### src/bpa_pkg.sv
// Shared types and constants of the bitmap page allocator.
// Used by the store, scan, register and top-level modules; depends on nothing.
package bpa_pkg;

  localparam int PAGES     = 4096;
  localparam int PAGE_W    = $clog2(PAGES);      // page index width
  localparam int NUM_W     = PAGE_W + 1;         // page counts up to PAGES
  localparam int WORD_BITS = 8;                  // bitmap word scanned per cycle
  localparam int BIT_W     = $clog2(WORD_BITS);
  localparam int WORD_W    = PAGE_W - BIT_W;     // bitmap word address width
  localparam int FRAME_W   = 36;
  localparam int LIMIT_W   = 37;
  localparam int REF_W     = 16;
  localparam logic [REF_W-1:0] REF_MAX = 16'hFFFF;

  localparam int APB_AW = 5;
  localparam int APB_DW = 64;

  typedef enum logic [1:0] {
    REG_BASE  = 2'd0,
    REG_PAGES = 2'd1,
    REG_LIMIT = 2'd2,
    REG_NONE  = 2'd3
  } reg_idx_t;

  typedef enum logic [1:0] {
    ACT_ALLOC   = 2'd0,
    ACT_FREE    = 2'd1,
    ACT_RETAIN  = 2'd2,
    ACT_RELEASE = 2'd3
  } action_t;

  typedef enum logic [2:0] {
    ST_OK        = 3'd0,
    ST_NO_ROOM   = 3'd1,
    ST_BAD_FRAME = 3'd2,
    ST_PAGE_FREE = 3'd3,
    ST_AT_LIMIT  = 3'd4
  } status_t;

  // Request from the sequencer to the page store.
  typedef struct packed {
    logic [PAGE_W-1:0] page;     // page for count read and for writes
    logic              cnt_rd;   // read the reference count of page
    logic              wr;       // write count and used bit of page
    logic [REF_W-1:0]  wcount;
    logic              wbit;
    logic              map_rd;   // read one bitmap word
    logic [WORD_W-1:0] map_word;
  } store_req_t;

endpackage

### src/bpa_regs.sv
// Configuration registers behind the APB-style port.
// Depends on bpa_pkg for widths and register indexes.
module bpa_regs (
  input  logic                          clk,
  input  logic                          rst,
  input  logic                          psel,
  input  logic                          penable,
  input  logic                          pwrite,
  input  logic [bpa_pkg::APB_AW-1:0]    paddr,
  input  logic [bpa_pkg::APB_DW-1:0]    pwdata,
  output logic [bpa_pkg::APB_DW-1:0]    prdata,
  output logic                          pready,
  output logic [bpa_pkg::FRAME_W-1:0]   base_frame,
  output logic [bpa_pkg::LIMIT_W-1:0]   direct_limit,
  output logic [bpa_pkg::NUM_W-1:0]     seg_pages
);

  logic [bpa_pkg::NUM_W-1:0] page_count;
  bpa_pkg::reg_idx_t         sel;
  logic                      wr_en;

  assign pready = 1'b1;
  assign sel    = bpa_pkg::reg_idx_t'(paddr[4:3]);
  assign wr_en  = psel && penable && pwrite && pready;

  always_ff @(posedge clk) begin
    if (rst) begin
      base_frame   <= '0;
      page_count   <= bpa_pkg::NUM_W'(bpa_pkg::PAGES);
      direct_limit <= {1'b1, {bpa_pkg::FRAME_W{1'b0}}};
    end else if (wr_en) begin
      unique case (sel)
        bpa_pkg::REG_BASE:  base_frame   <= pwdata[bpa_pkg::FRAME_W-1:0];
        bpa_pkg::REG_PAGES: page_count   <= pwdata[bpa_pkg::NUM_W-1:0];
        bpa_pkg::REG_LIMIT: direct_limit <= pwdata[bpa_pkg::LIMIT_W-1:0];
        default: ;
      endcase
    end
  end

  always_comb begin
    unique case (sel)
      bpa_pkg::REG_BASE:  prdata = bpa_pkg::APB_DW'(base_frame);
      bpa_pkg::REG_PAGES: prdata = bpa_pkg::APB_DW'(page_count);
      bpa_pkg::REG_LIMIT: prdata = bpa_pkg::APB_DW'(direct_limit);
      default:            prdata = '0;
    endcase
  end

  // Values above the store size act as the store size.
  assign seg_pages = (page_count > bpa_pkg::NUM_W'(bpa_pkg::PAGES))
                   ? bpa_pkg::NUM_W'(bpa_pkg::PAGES) : page_count;

endmodule

### config.mk
export PLATFORM = sky130hd
export DESIGN_NAME = bpa_regs
export DESIGN_NICKNAME = d
export VERILOG_FILES = /design/src/bpa_pkg.sv /design/src/bpa_regs.sv
export SDC_FILE = /design/constraint.sdc
export NUM_CORES = 1
export LEC_CHECK = 0
export BUFFER_PORTS_ARGS = -buffer_cell sky130_fd_sc_hd__buf_2
export CAP_MARGIN = 20
export CORE_MARGIN = 2
export CORE_UTILIZATION = 50
export CTS_CLUSTER_SIZE = 14
export DETAILED_ROUTE_END_ITERATION = 12
export GPL_ROUTABILITY_DRIVEN = 0
export PLACE_DENSITY_LB_ADDON = 0.05
export SYNTH_ARGS = -nofsm -noshare
export SYNTH_HDL_FRONTEND = slang
export SYNTH_SLANG_ARGS = --single-unit
### constraint.sdc
create_clock -name clk -period 2.27 [get_ports clk]
set_clock_uncertainty 0.15 [all_clocks]
set_input_delay 0.454 -clock clk [delete_from_list [all_inputs] [get_ports clk]]
set_output_delay 0.454 -clock clk [all_outputs]
set_load 0.1 [all_outputs]
==> results.sh <==
export IMPL_cts_resized=0
export IMPL_slowest_delay_ps=450
export IMPL_routed_top_layer="met4"
export IMPL_critPathKind="register to primary output"
export IMPL_yosys_area_share_adder_pct=0
export IMPL_vias=3676
export IMPL_multi_input_area_sq_mm=0.002764
export IMPL_hold_viol=0
export IMPL_end_kind="primary output"
export IMPL_critical_path_buf_inv_count=2
export IMPL_slew_viol_final=0
export IMPL_drv_cap=0
export IMPL_clk_path_buf_depth=2
export IMPL_synthSimpleGateAreaFrac_pct=23.51
export IMPL_cts_setup_buffers=0
export IMPL_grt_pass1_wl_mm=17.79
export IMPL_synth_xor_area_share_pct=0
export IMPL_drive_above_1_share_pct=47.37
export IMPL_start_kind="register"
export IMPL_ys_ff_latch=86
export IMPL_die_y_microns=98.21
export IMPL_num_antenna_cells=0
export IMPL_io_pins=225
export IMPL_met1_length_mm=4.767
export IMPL_finalCriticalPeriod_ps=2166
export IMPL_final_period_utilization_pct=95.43
export IMPL_post_route_util_pct=74.24
export IMPL_drt_iter0_drc=89
export IMPL_die_area_sq_mm=0.009645
export IMPL_route_detailed_wl_per_inst_microns=15.05
export IMPL_min_path_type="primary input to register"
export IMPL_yosysWarnings=0
export IMPL_htreeDepth=3
export IMPL_seq_area_frac_synth_pct=38.79
export IMPL_io_buffer_count=166
export IMPL_crit_chain="buf_4, nor2b_1, buf_2"
export IMPL_design_area_sq_mm=0.006442
export IMPL_holdWs_ps=230.0
export IMPL_power_density_mw_per_mm2=506.4
export IMPL_ctsHoldBuffers=0
export IMPL_final_nets=696
export IMPL_regArea_sq_mm=0.001794
export IMPL_final_cells=735
export IMPL_ir_drop_mv=0.3332
export IMPL_cts_reportedPaths_clkPinSlew_ps=80
export IMPL_slowest_stage="buf_2"
export IMPL_rsz0062_at_grt="false"
export IMPL_route_met2_wl_mm=5.548
export IMPL_die_w_microns=98.21
export IMPL_avgViaCountPerCell=5.001
export IMPL_setup_viol=0
export IMPL_area_growth_pct=45.16
export IMPL_muxShareOfSynthArea_pct=27.52
export IMPL_wl_mm=11.06
export IMPL_synth_compound_area_share_pct=1.466
export IMPL_row_count=34
export IMPL_grt_pass1_vias=3504
export IMPL_antenna_left=0
export IMPL_dp_hpwl_mm=8.031
export IMPL_placedCellCount=719
export IMPL_drt_pre_antenna_iters=4
export IMPL_root_buffer="clkbuf_8"
export IMPL_netlist_area_sq_mm=0.004438
export IMPL_core_sq_mm=0.008678
export IMPL_crit_family="buffers and inverters"
export IMPL_postPlaceCellArea_sq_mm=0.006255
export IMPL_crit_arrival_ps=1560
export IMPL_fmax_ghz=0.4616
export IMPL_start_util_pct=51.14
export IMPL_fill_cells=637
export IMPL_syn_inst=465
export IMPL_antenna_found_initial=0
export IMPL_crit_path_max_fanout=10
export IMPL_grt_max_degree=125
export IMPL_clk_insertion_delay_late_ps=340
export IMPL_syn_avg_cell_area_sq_um=9.544
export IMPL_drcViolationCount=0
export IMPL_fin_setup_tns_ps=0
export IMPL_cts_buffers=9
export IMPL_grt_usage_pct=22.61
export IMPL_p_leak_uw=0.003023
export IMPL_synth_distinct_cells=19
export IMPL_status="finished clean"
export IMPL_synth_top_family_by_area="multiplexers"
export IMPL_cts_sinks=86
export IMPL_cts_tree="done"
export IMPL_required_ps=1670
export IMPL_wl_met3_microns=589
export IMPL_gr_total_overflow=0
path summary, 6_finish.rpt:
check / startpoint / slack, ps / end / cells past startpoint
setup / recovery: page_count[12] / 100 / seg_pages[8] / 3
hold / removal: pwdata[36] / 230 / direct_limit[36] / 3
setup reg to reg: page_count[12] / 1120 / page_count[12] / 3
hold reg to reg: direct_limit[14] / 330 / direct_limit[14] / 2
synthesized netlist by cell type:
cell type | instances | area, sq um
nand2_1 | 13 | 48.80
nand3_2 | 1 | 10.01
and2_1 | 1 | 6.260
or3b_1 | 1 | 8.760
conb_1 | 2 | 7.510
or3_1 | 1 | 6.260
nor2_1 | 27 | 101.4
nand2b_1 | 120 | 750.7
dfxtp_1 | 86 | 1722
buf_6 | 2 | 22.52
buf_4 | 32 | 240.2
nor3_2 | 1 | 10.01
clkbuf_1 | 19 | 71.32
buf_2 | 9 | 45.04
nor3b_1 | 1 | 7.510
mux2i_1 | 122 | 1221
o21ai_0 | 13 | 65.06
nand4_2 | 1 | 12.51
nor2b_1 | 13 | 81.33
logic make-up after synthesis:
family                 Yosys count
AO/OA/AOI/OAI                   13
buffers and inverters           62
AND/OR/NAND/NOR                180
other                            2
flip-flops                      86
multiplexers                   122
worst register-to-register path, stage by stage, from the launching register on:
cell and delay (ps):
dfxtp_1 500, buf_4 250, nor2_1 60, mux2i_1 130
area by class of cell:
class	instances	area share, %
Tap cell	108	2.098
Clock inverter	2	0.2331
Multi-Input combinational cell	343	42.90
Sequential cell	86	27.85
Clock buffer	14	2.680
Timing Repair Buffer	182	24.24
metal layers:
metal  vias to the layer above  global-route usage, %
met3                        15                  4.581
met5                         -                      0
met1                      1769                  28.51
li1                       1779                      -
met4                         0                  6.533
met2                       113                  39.25
sequential cells by signal, summed over array words and instances (netlist names):
name and count:
base_frame 36, direct_limit 37, page_count 13
metrics by stage:
step	worst slack (ps)	total power (uW)
2_1_floorplan	-211.4	2187
3_3_place_gp	197.0	2286
3_5_place_dp	180.5	2295
4_1_cts	99.76	3289
5_1_grt	34.15	3379
6_report	103.8	3262
layout by cell type (no fill, tap or decap):
cell type	netlist	routed
dfxtp_2	0	58
o21ai_4	0	13
clkbuf_8	0	12
nor2b_2	0	1
nor3_2	1	1
clkbuf_1	19	2
buf_4	32	14
nand4_2	1	1
nor3b_2	0	1
nor2_1	27	4
nor2_4	0	23
clkinvlp_4	0	2
dfxtp_1	86	28
and2_2	0	1
nor2b_1	13	12
nand3_2	1	1
or3b_1	1	1
mux2i_1	122	122
buf_12	0	41
buf_2	9	127
conb_1	2	28
or3_2	0	1
nand2b_1	120	120
nand2_1	13	13
power by group:
group          internal [uW]  leakage (uW)  switching, uW
sequential              1530      0.000723           15.5
clock                    489     0.0000889            515
combinational            171       0.00221            543
total                   2190       0.00302           1070
Power figures use the tool's default switching activity.
