--- config.mk ---
export PLATFORM = sky130hd
export DESIGN_NAME = bpa_scan
export DESIGN_NICKNAME = d
export VERILOG_FILES = /design/src/bpa_pkg.sv /design/src/bpa_scan.sv
export SDC_FILE = /design/constraint.sdc
export NUM_CORES = 1
export LEC_CHECK = 0
export ABC_AREA = 1
export BUFFER_PORTS_ARGS = -buffer_cell sky130_fd_sc_hd__buf_2
export CORE_MARGIN = 2
export CORE_UTILIZATION = 40
export DETAILED_ROUTE_END_ITERATION = 7
export GPL_TIMING_DRIVEN = 0
export PLACE_DENSITY = 0.68
export SLEW_MARGIN = 10
export SYNTH_ARGS = -nofsm -noshare
export SYNTH_HDL_FRONTEND = slang
export SYNTH_SLANG_ARGS = --single-unit
--- constraint.sdc ---
create_clock -name clk -period 22.5 [get_ports clk]
set_clock_uncertainty 0.1 [all_clocks]
set_input_delay 0 -clock clk [delete_from_list [all_inputs] [get_ports clk]]
set_output_delay 0 -clock clk [all_outputs]
set_load 0.01 [all_outputs]
--- src/bpa_pkg.sv ---
// Shared types and constants of the bitmap page allocator.
// Used by the store, scan, register and top-level modules; depends on nothing.
package bpa_pkg;

  localparam int PAGES     = 4096;
  localparam int PAGE_W    = $clog2(PAGES);      // page index width
  localparam int NUM_W     = PAGE_W + 1;         // page counts up to PAGES
  localparam int WORD_BITS = 8;                  // bitmap word scanned per cycle
  localparam int BIT_W     = $clog2(WORD_BITS);
  localparam int WORD_W    = PAGE_W - BIT_W;     // bitmap word address width
  localparam int FRAME_W   = 36;
  localparam int LIMIT_W   = 37;
  localparam int REF_W     = 16;
  localparam logic [REF_W-1:0] REF_MAX = 16'hFFFF;

  localparam int APB_AW = 5;
  localparam int APB_DW = 64;

  typedef enum logic [1:0] {
    REG_BASE  = 2'd0,
    REG_PAGES = 2'd1,
    REG_LIMIT = 2'd2,
    REG_NONE  = 2'd3
  } reg_idx_t;

  typedef enum logic [1:0] {
    ACT_ALLOC   = 2'd0,
    ACT_FREE    = 2'd1,
    ACT_RETAIN  = 2'd2,
    ACT_RELEASE = 2'd3
  } action_t;

  typedef enum logic [2:0] {
    ST_OK        = 3'd0,
    ST_NO_ROOM   = 3'd1,
    ST_BAD_FRAME = 3'd2,
    ST_PAGE_FREE = 3'd3,
    ST_AT_LIMIT  = 3'd4
  } status_t;

  // Request from the sequencer to the page store.
  typedef struct packed {
    logic [PAGE_W-1:0] page;     // page for count read and for writes
    logic              cnt_rd;   // read the reference count of page
    logic              wr;       // write count and used bit of page
    logic [REF_W-1:0]  wcount;
    logic              wbit;
    logic              map_rd;   // read one bitmap word
    logic [WORD_W-1:0] map_word;
  } store_req_t;

endpackage

--- src/bpa_scan.sv ---
// First-fit run scanner: walks one bitmap word per step, carrying the open run.
// Depends on bpa_pkg for widths.
module bpa_scan (
  input  logic                          clk,
  input  logic                          init,
  input  logic                          step,
  input  logic [bpa_pkg::WORD_BITS-1:0] word,      // 1 marks a used page
  input  logic [bpa_pkg::WORD_W-1:0]    word_idx,
  input  logic [bpa_pkg::NUM_W-1:0]     pc,
  input  logic [bpa_pkg::NUM_W-1:0]     count,
  output logic                          hit,
  output logic [bpa_pkg::PAGE_W-1:0]    hit_start
);

  logic [bpa_pkg::NUM_W-1:0]  run;
  logic [bpa_pkg::PAGE_W-1:0] start;
  logic [bpa_pkg::NUM_W-1:0]  run_next;
  logic [bpa_pkg::PAGE_W-1:0] start_next;
  logic                       hit_c;

  always_comb begin
    logic [bpa_pkg::NUM_W-1:0] pidx;
    run_next   = run;
    start_next = start;
    hit_c      = 1'b0;
    for (int j = 0; j < bpa_pkg::WORD_BITS; j++) begin
      pidx = {1'b0, word_idx, bpa_pkg::BIT_W'(j)};
      if (!hit_c && (pidx < pc)) begin
        if (!word[j]) begin
          if (run_next == '0) begin
            start_next = pidx[bpa_pkg::PAGE_W-1:0];
          end
          run_next = run_next + 1'b1;
          if (run_next >= count) begin
            hit_c = 1'b1;
          end
        end else begin
          run_next = '0;
        end
      end
    end
  end

  always_ff @(posedge clk) begin
    if (init) begin
      run   <= '0;
      start <= '0;
    end else if (step) begin
      run   <= run_next;
      start <= start_next;
    end
  end

  assign hit       = hit_c;
  assign hit_start = start_next;

endmodule

==> results of run 1 <==
-- worst min-delay path: stages --
cell,delay (ns)
buf_2,0.11
nand2_1,0.07
nand3_1,0.06
nand2_1,0.04
inv_1,0.04
-- cell usage after synthesis, types with 2 or more instances --
master    instances  area share, %
clkinv_1          2          0.081
o21ai_0          30            1.6
nor2_2           10           0.67
dfxtp_1          25            5.4
nor3_1           27            1.5
nand3b_1          6           0.49
xor2_1            7           0.66
o31ai_1           6           0.49
buf_8             2           0.32
nand3_2          25            2.7
o21ai_2           2           0.19
o21ai_1          12           0.65
clkbuf_1          8           0.32
nor4_1            8           0.54
nand2_1         455             18
nor2_4            9            1.1
ha_1            130             18
nand2_4          10            1.2
a211oi_1          7           0.57
nand3_4           3           0.57
buf_6             3           0.36
o22ai_1           3           0.20
o221ai_1          3           0.28
nor2_1          142            5.7
nand3_1         151            8.1
nand2_2          66            4.4
inv_1           246             10
and2_1           17            1.1
buf_2             5           0.27
a221oi_1          7           0.66
xnor2_1           4           0.38
a31o_2            2           0.19
a21oi_1          75            4.0
nor2_8            2           0.43
o21a_1            2           0.16
buf_4             4           0.32
a21oi_2          11            1.0
o21bai_1          4           0.32
inv_2            27            1.1
o211ai_1          4           0.32
a21oi_4           3           0.53
nand4_1          51            3.4
-- worst max path at each step --
stage | slack (ns) | startpoint | depth (start not counted) | to
detailed placement | 9.31 | word_idx[6] | 92 | hit
global route | 7.08 | word_idx[3] | 93 | hit
CTS | 8.68 | word_idx[3] | 93 | hit
finish | 8.60 | word_idx[3] | 93 | hit
floorplan | 11.75 | run[0] | 95 | start[3]
global placement | 9.45 | word_idx[6] | 92 | hit
-- kinds of logic (layout without fill, tap and decap cells) --
logic type,count (synthesis),count (layout)
and+or+nand+nor,988,988
buffers and inverters,300,366
AOI/OAI and AO/OA,176,176
adders and majority gates,130,130
DFF,25,25
xor gates and xnor gates,11,11
-- metrics by stage --
step | setup WS (ns) | utilization, % | instances
after floorplan | 11.75 | - | 1630
after global placement | 9.446 | 43.69 | 1972
after detailed placement | 9.311 | 43.69 | 1972
after CTS | 8.685 | 44.25 | 1981
after global routing | 7.079 | 44.25 | 1981
final | 8.599 | 44.25 | 1981
-- area by class of cell --
cell class | count | area (um2)
buffer | 24 | 172.7
multi-input combinational | 1305 | 7567
tap | 285 | 356.6
sequential | 25 | 500.5
inverter | 276 | 1039
timing repair buffer | 62 | 335.3
fill | 2513 | 12660
clock buffer | 4 | 78.83
-- state kept, by name (all words and copies together) (netlist names) --
signal,cells
run,13
start,12
-- routing by layer --
metal / vias up / track usage, %
li1: 5452 / -
met1: 4779 / 33.27
met2: 276 / 40.61
met3: 42 / 1.163
met4: 0 / 4.675
met5: - / 0
-- power by group --
group / leakage [uW] / switching (uW) / internal (uW) / total (uW)
registers: 0.000207 / 5.05 / 50.0 / 55.1
clock network: 0.0000382 / 15.2 / 24.2 / 39.4
logic: 0.00532 / 239 / 124 / 363
total: 0.00556 / 260 / 198 / 458
-- repair_timing --
action,in CTS,in global routing
endpoints found under the setup margin,0,0
hold endpoints to repair,5,0
hold buffers,5,0
==> flow_metrics.tcl, run 1 <==
set metrics [dict create \
    wirelength_mm 29.51 \
    portBuffers 57 \
    cp_max_fo 10 \
    rows 55 \
    path_common_cell "nand2_1" \
    h-tree-depth 1 \
    most-common-layout-cells "nand2_1 (455), inv_1 (246), nand3_1 (151)" \
    ys.flop_type "dfxtp_1" \
    synth_xor_area_share_pct 1.038 \
    cts_inserted_buffers 3 \
    worstReg2RegStart "run[0]" \
    ir_worst_vdd_mv 0.07267 \
    wl_met3_mm 1.480 \
    p_leak_uw 0.005564 \
    cts_resized 0 \
    power-per-cell-area_nw_per_um2 45.55 \
    clk_pin_slew_ns 0.06 \
    wl_met1_mm 13.98 \
    synth_edf_count 0 \
    maxSlewHeadroom_pct 54.77 \
    hold_viol_final 0 \
    wl_per_cell_um 14.89 \
    drtIter0Drc 702 \
    min_from "word_idx[1]" \
    cts_root_buf "clkbuf_16" \
    yosys_warnings 0 \
    vias_per_cell 5.325 \
    syn_inst 1630 \
    synth-adder-area-share_pct 17.53 \
    cp_num_buf_inv 14 \
    tritoncts "done" \
    critical_path.endpoint_type "primary output" \
    arrival_ns 13.80 \
    synth_mux_area_share_pct 0 \
    die_w_um 156.3 \
    final_area_um2 10050 \
    min_path_cells 5 \
    grt_pass1_wl_mm 46.98 \
    dr.pass1.iters 5 \
    fin_crit_ns 13.90 \
    ys_types 56 \
    slowest_stage "dlygate4sd3_1" \
    r2r_slack_ns 9.37 \
    cp-start-kind "input pin" \
    synth_top_family_by_area "simple AND/OR/NAND/NOR gates" \
    vias 10550 \
    r2r_cells 94 \
    die-area_um2 24430 \
    cts.sinks 25 \
    avgSynthCellArea_um2 5.693 \
    synthSimpleGateAreaFrac_pct 51.20 \
    antenna_found_initial 0 \
    areaGrowthSynthToFinish_pct 8.306 \
    cts_setup_buffers 0 \
    ant_nets 0 \
    reg2reg_to "start[11]" \
    path_class "in -> out" \
    start_util_pct 40.86 \
    ys_ff_latch 25 \
    grt-ovfl-total 0 \
    ys_seq_area_share_pct 5.394 \
    synth-compound-area-share_pct 11.79 \
    finalNetCount 1873 \
    syn-num-nets 1806 \
    drive_above_1_share_pct 14.92 \
    required_ns 22.40 \
    dp_hpwl_mm 24.40 \
    worst_pin_slew_ns 0.6777 \
    critical-path-top-delay-family "simple AND/OR/NAND/NOR gates" \
    gp_congestion 0.9261 \
    highest_layer "met4" \
    hold_class "in -> reg" \
    dpl_cell_area_um2 9921 \
    chipHeight_um 156.3 \
    setup_tns_ns 0 \
    slew_viol_final 0 \
    fin_crit_sh_pct 61.78 \
    max_stage_delay_ns 0.53 \
    cts_buffer_depth 2 \
    final_common_cell "nand2_1" \
    grtUsageTotal_pct 23.79 \
    clock_latency_ns 0.26 \
    netlist_area_um2 9279 \
    rsz0062_at_grt "no" \
    ios 59 \
    dr_wl_met2_mm 13.43 \
    maxCapViolCount 0 \
    grt_max_degree 14 \
    holdPathEnd "start[4]" \
    coreArea_um2 22710 \
    synthArstFlopShare_pct 0 \
    setup_viol 0 \
    hold_ws_ns 0.0009474 \
    post-route-drc-count 0 \
    grt_pass1_vias 9478 \
    status "finished, final reports clean" \
    diodes 0 \
    fmax_mhz 71.94 \
    power_uw 457.7 \
]
(Power assumes the default switching activity.)
==> run 2: changes to the inputs <==
Settings changed: ABC_AREA 1 to 0.
Clock period 22.5 ns to 12.8 ns, I/O delays scaled along.
==> run 2 against run 1 <==
- the flow now finishes with violations (setup timing)
- sequential share of layout area fell by 1.2 points
- synthesized cell count fell by 16%
- global-route usage rose by 5.9 points
- hold slack improved by 0.058 ns
- non-clock buffer count rose by 200
- register-to-register slack got worse by 11 ns
- largest cell class unchanged
- first-iteration DRC count rose by 77%
- total power rose by 100%
- count of clock-buffer cells in the layout fell by 1
- critical path type is now reg -> out
- die area rose by 5.9%
- clock power rose by 87%
- combinational power rose by 110%
==> flow_metrics.tcl, run 2 <==
set metrics [dict create \
    status "finished with violations" \
    violations "setup timing" \
    wl_per_cell_um 21.50 \
    grt_max_degree 16 \
    cts_inserted_buffers 3 \
    gr-usage-met1_pct 40.19 \
    p_seq_share_pct 10.5 \
    die-area_um2 25870 \
    dp_hpwl_mm 28.94 \
    fin_ws_ns -1.473 \
    finalNetCount 1771 \
    worst_pin_slew_ns 1.350 \
    synth_top_area_share_pct 16.53 \
    portBuffers 54 \
    p_int_uw 473.8 \
    ys_ff_latch 25 \
    avgSynthCellArea_um2 7.182 \
    p_leak_uw 0.005905 \
    rsz0062_at_grt "yes" \
    swShare_pct 49.06 \
    top_register "run" \
    start_util_pct 40.58 \
    dr.pass1.iters 6 \
    chipHeight_um 160.8 \
    r2r_slack_ns -1.38 \
    nFillCells 2160 \
    ys_types 103 \
    h-tree-depth 1 \
    syn-num-nets 1546 \
    setup_viol 38 \
    cp-start-kind "flip-flop" \
    antenna_found_initial 2 \
    ys_seq_area_share_pct 5.086 \
    fmax_mhz 70.06 \
    ant_nets 0 \
    required_ns 12.70 \
    grt_pass1_vias 11480 \
    fin_crit_sh_pct 111.5 \
    syn_inst 1370 \
    slowest_stage "a21oi_1" \
    drive_above_1_share_pct 34.44 \
    vias_per_cell 6.520 \
    yosys.area.top_type "ha_1" \
    cts_buffer_depth 2 \
    ys.flop_type "dfxtp_1" \
    most-common-layout-cells "buf_4 (157), ha_1 (120), nor2_1 (108)" \
    gp_congestion 1.003 \
    final_common_cell "buf_4" \
    drtIter0Drc 1246 \
    ir_worst_vdd_mv 0.1173 \
    hold_class "in -> reg" \
    synth_edf_count 0 \
    power-per-cell-area_nw_per_um2 67.64 \
    largest_register_ffs 13 \
    netlist_area_um2 9839 \
    cts.sinks 25 \
    die_w_um 160.8 \
    biggestRegsByFlops "run x13, start x12" \
    maxSlewHeadroom_pct 8.577 \
    critical_path.endpoint_type "primary output" \
    yosys_warnings 0 \
    grt_pass1_wl_mm 62.56 \
    wirelength_mm 41.25 \
    pre_cts_ws_ns -2.708 \
    fin_crit_ns 14.27 \
    coreArea_um2 24250 \
    yosysMostFrequentCell "ha_1" \
    grtUsageMet2_pct 48.05 \
    synthArstFlopShare_pct 0 \
    areaGrowthSynthToFinish_pct 39.73 \
    busiest_layer "met2" \
    clk_pin_slew_ns 0.07 \
    vias 12510 \
    grt.met3_usage_pct 3.590 \
    path_class "reg -> out" \
    post-route-drc-count 0 \
    cts_root_buf "clkbuf_16" \
    arrival_ns 14.17 \
    tritoncts "done" \
    grtUsageTotal_pct 29.70 \
    clock_latency_ns 0.27 \
    maxCapViolCount 0 \
    grt-ovfl-total 0 \
    switching_power_uw 456.2 \
    clkPwrFrac_pct 7.9 \
    max_stage_delay_ns 0.71 \
    pwr-share-comb_pct 81.6 \
    cp_max_fo 9 \
    power_uw 930.0 \
    synth.cells.most_frequent "ha_1 (130), nor2_1 (121), nand2_1 (106)" \
    synth.area.top_cells "ha_1 (17%), dfxtp_1 (5.1%), xnor2_1 (4.9%)" \
    slew_viol_final 0 \
    rows 57 \
    ios 59 \
    hold_viol_final 0 \
]
[run 2: cell count changes in the layout (fill, tap and decap cells not counted), moves of 18 or more]
cell / before / now
inv_2: 27 / 7
buf_6: 3 / 28
nor2_1: 142 / 108
a21o_1: 1 / 21
nand2_1: 455 / 90
buf_4: 4 / 157
xnor2_1: 4 / 50
nand3_1: 151 / 40
inv_1: 246 / 62
nand2_2: 66 / 11
a21oi_1: 75 / 50
xor2_1: 7 / 25
[run 2: cell type report]
class	count	area [um2]	share of cell area, %
multi-input combinational	1207	10250	74.59
inverter	72	277.8	2.020
antenna	1	2.502	0.01820
sequential	25	519.2	3.777
tap	324	405.4	2.949
buffer	56	454.2	3.304
clock inverter	1	7.507	0.05460
timing repair buffer	230	1752	12.74
clock buffer	3	75.07	0.5460
[run 2: path summary, 6_finish.rpt]
check             cells after the start      endpoint  startpoint
setup reg to reg                     66     start[11]      run[2]
hold / removal                        2      start[2]        init
setup / recovery                     64  hit_start[6]      run[2]
hold reg to reg                       2      start[6]    start[6]
[run 2: power groups by stage]
stage	sequential [uW]	clock, uW	combinational [uW]
4_1_cts	95.6	73.2	681
6_report	97.5	73.5	759
3_5_place_dp	95.1	0	536
3_3_place_gp	94.9	0	528
5_1_grt	98.1	77.3	808
2_1_floorplan	93.0	0	393
[run 2: timing repair]
action,in CTS,in global routing
endpoints found under the setup margin,38,38
endpoints found under the hold margin,8,0
pin swaps,113,36
buffers inserted,119,50
hold buffers,8,0
cloned,0,0
resized for setup,200,103
[run 2: metrics by stage]
stage / TNS (ns) / instances / area [um2] / hold slack [ns] / util [%]
floorplan: -3.293 / 1370 / 10320 / 0.05098 / -
global placement: -85.61 / 1748 / 11000 / 0.1909 / 45.35
detailed placement: -85.95 / 1748 / 11000 / 0.2028 / 45.35
CTS: -26.96 / 1872 / 12940 / 0.03393 / 53.38
global route: -55.03 / 1918 / 13750 / 0.05933 / 56.69
finish: -37.04 / 1919 / 13750 / 0.05857 / 56.70
[run 2: kinds of logic after synthesis]
| family | Yosys count | synth area share [%] |
|---|---|---|
| fa+ha+maj | 130 | 16.53 |
| buf+inv | 138 | 5.519 |
| xor+xnor | 80 | 7.121 |
| simple gates | 557 | 30.19 |
| mux | 43 | 4.947 |
| compound gates | 397 | 30.61 |
| flops | 25 | 5.086 |
[run 2: layer usage]
layer,up-vias,part of all wire [%]
li1,5725,-
met1,5910,41
met2,735,45
met3,140,8.4
met4,2,5.4
met5,-,0.041
[run 2: worst max-delay path, delay by kind of cell (launching register included)]
kind	cells	cell delay, ns
AOI/OAI and AO/OA	19	4.96
xor gates and xnor gates	4	0.59
adders and majority gates	6	1.64
buffers and inverters	9	1.35
DFF	1	0.37
muxes	2	0.49
and+or+nand+nor	24	4.46
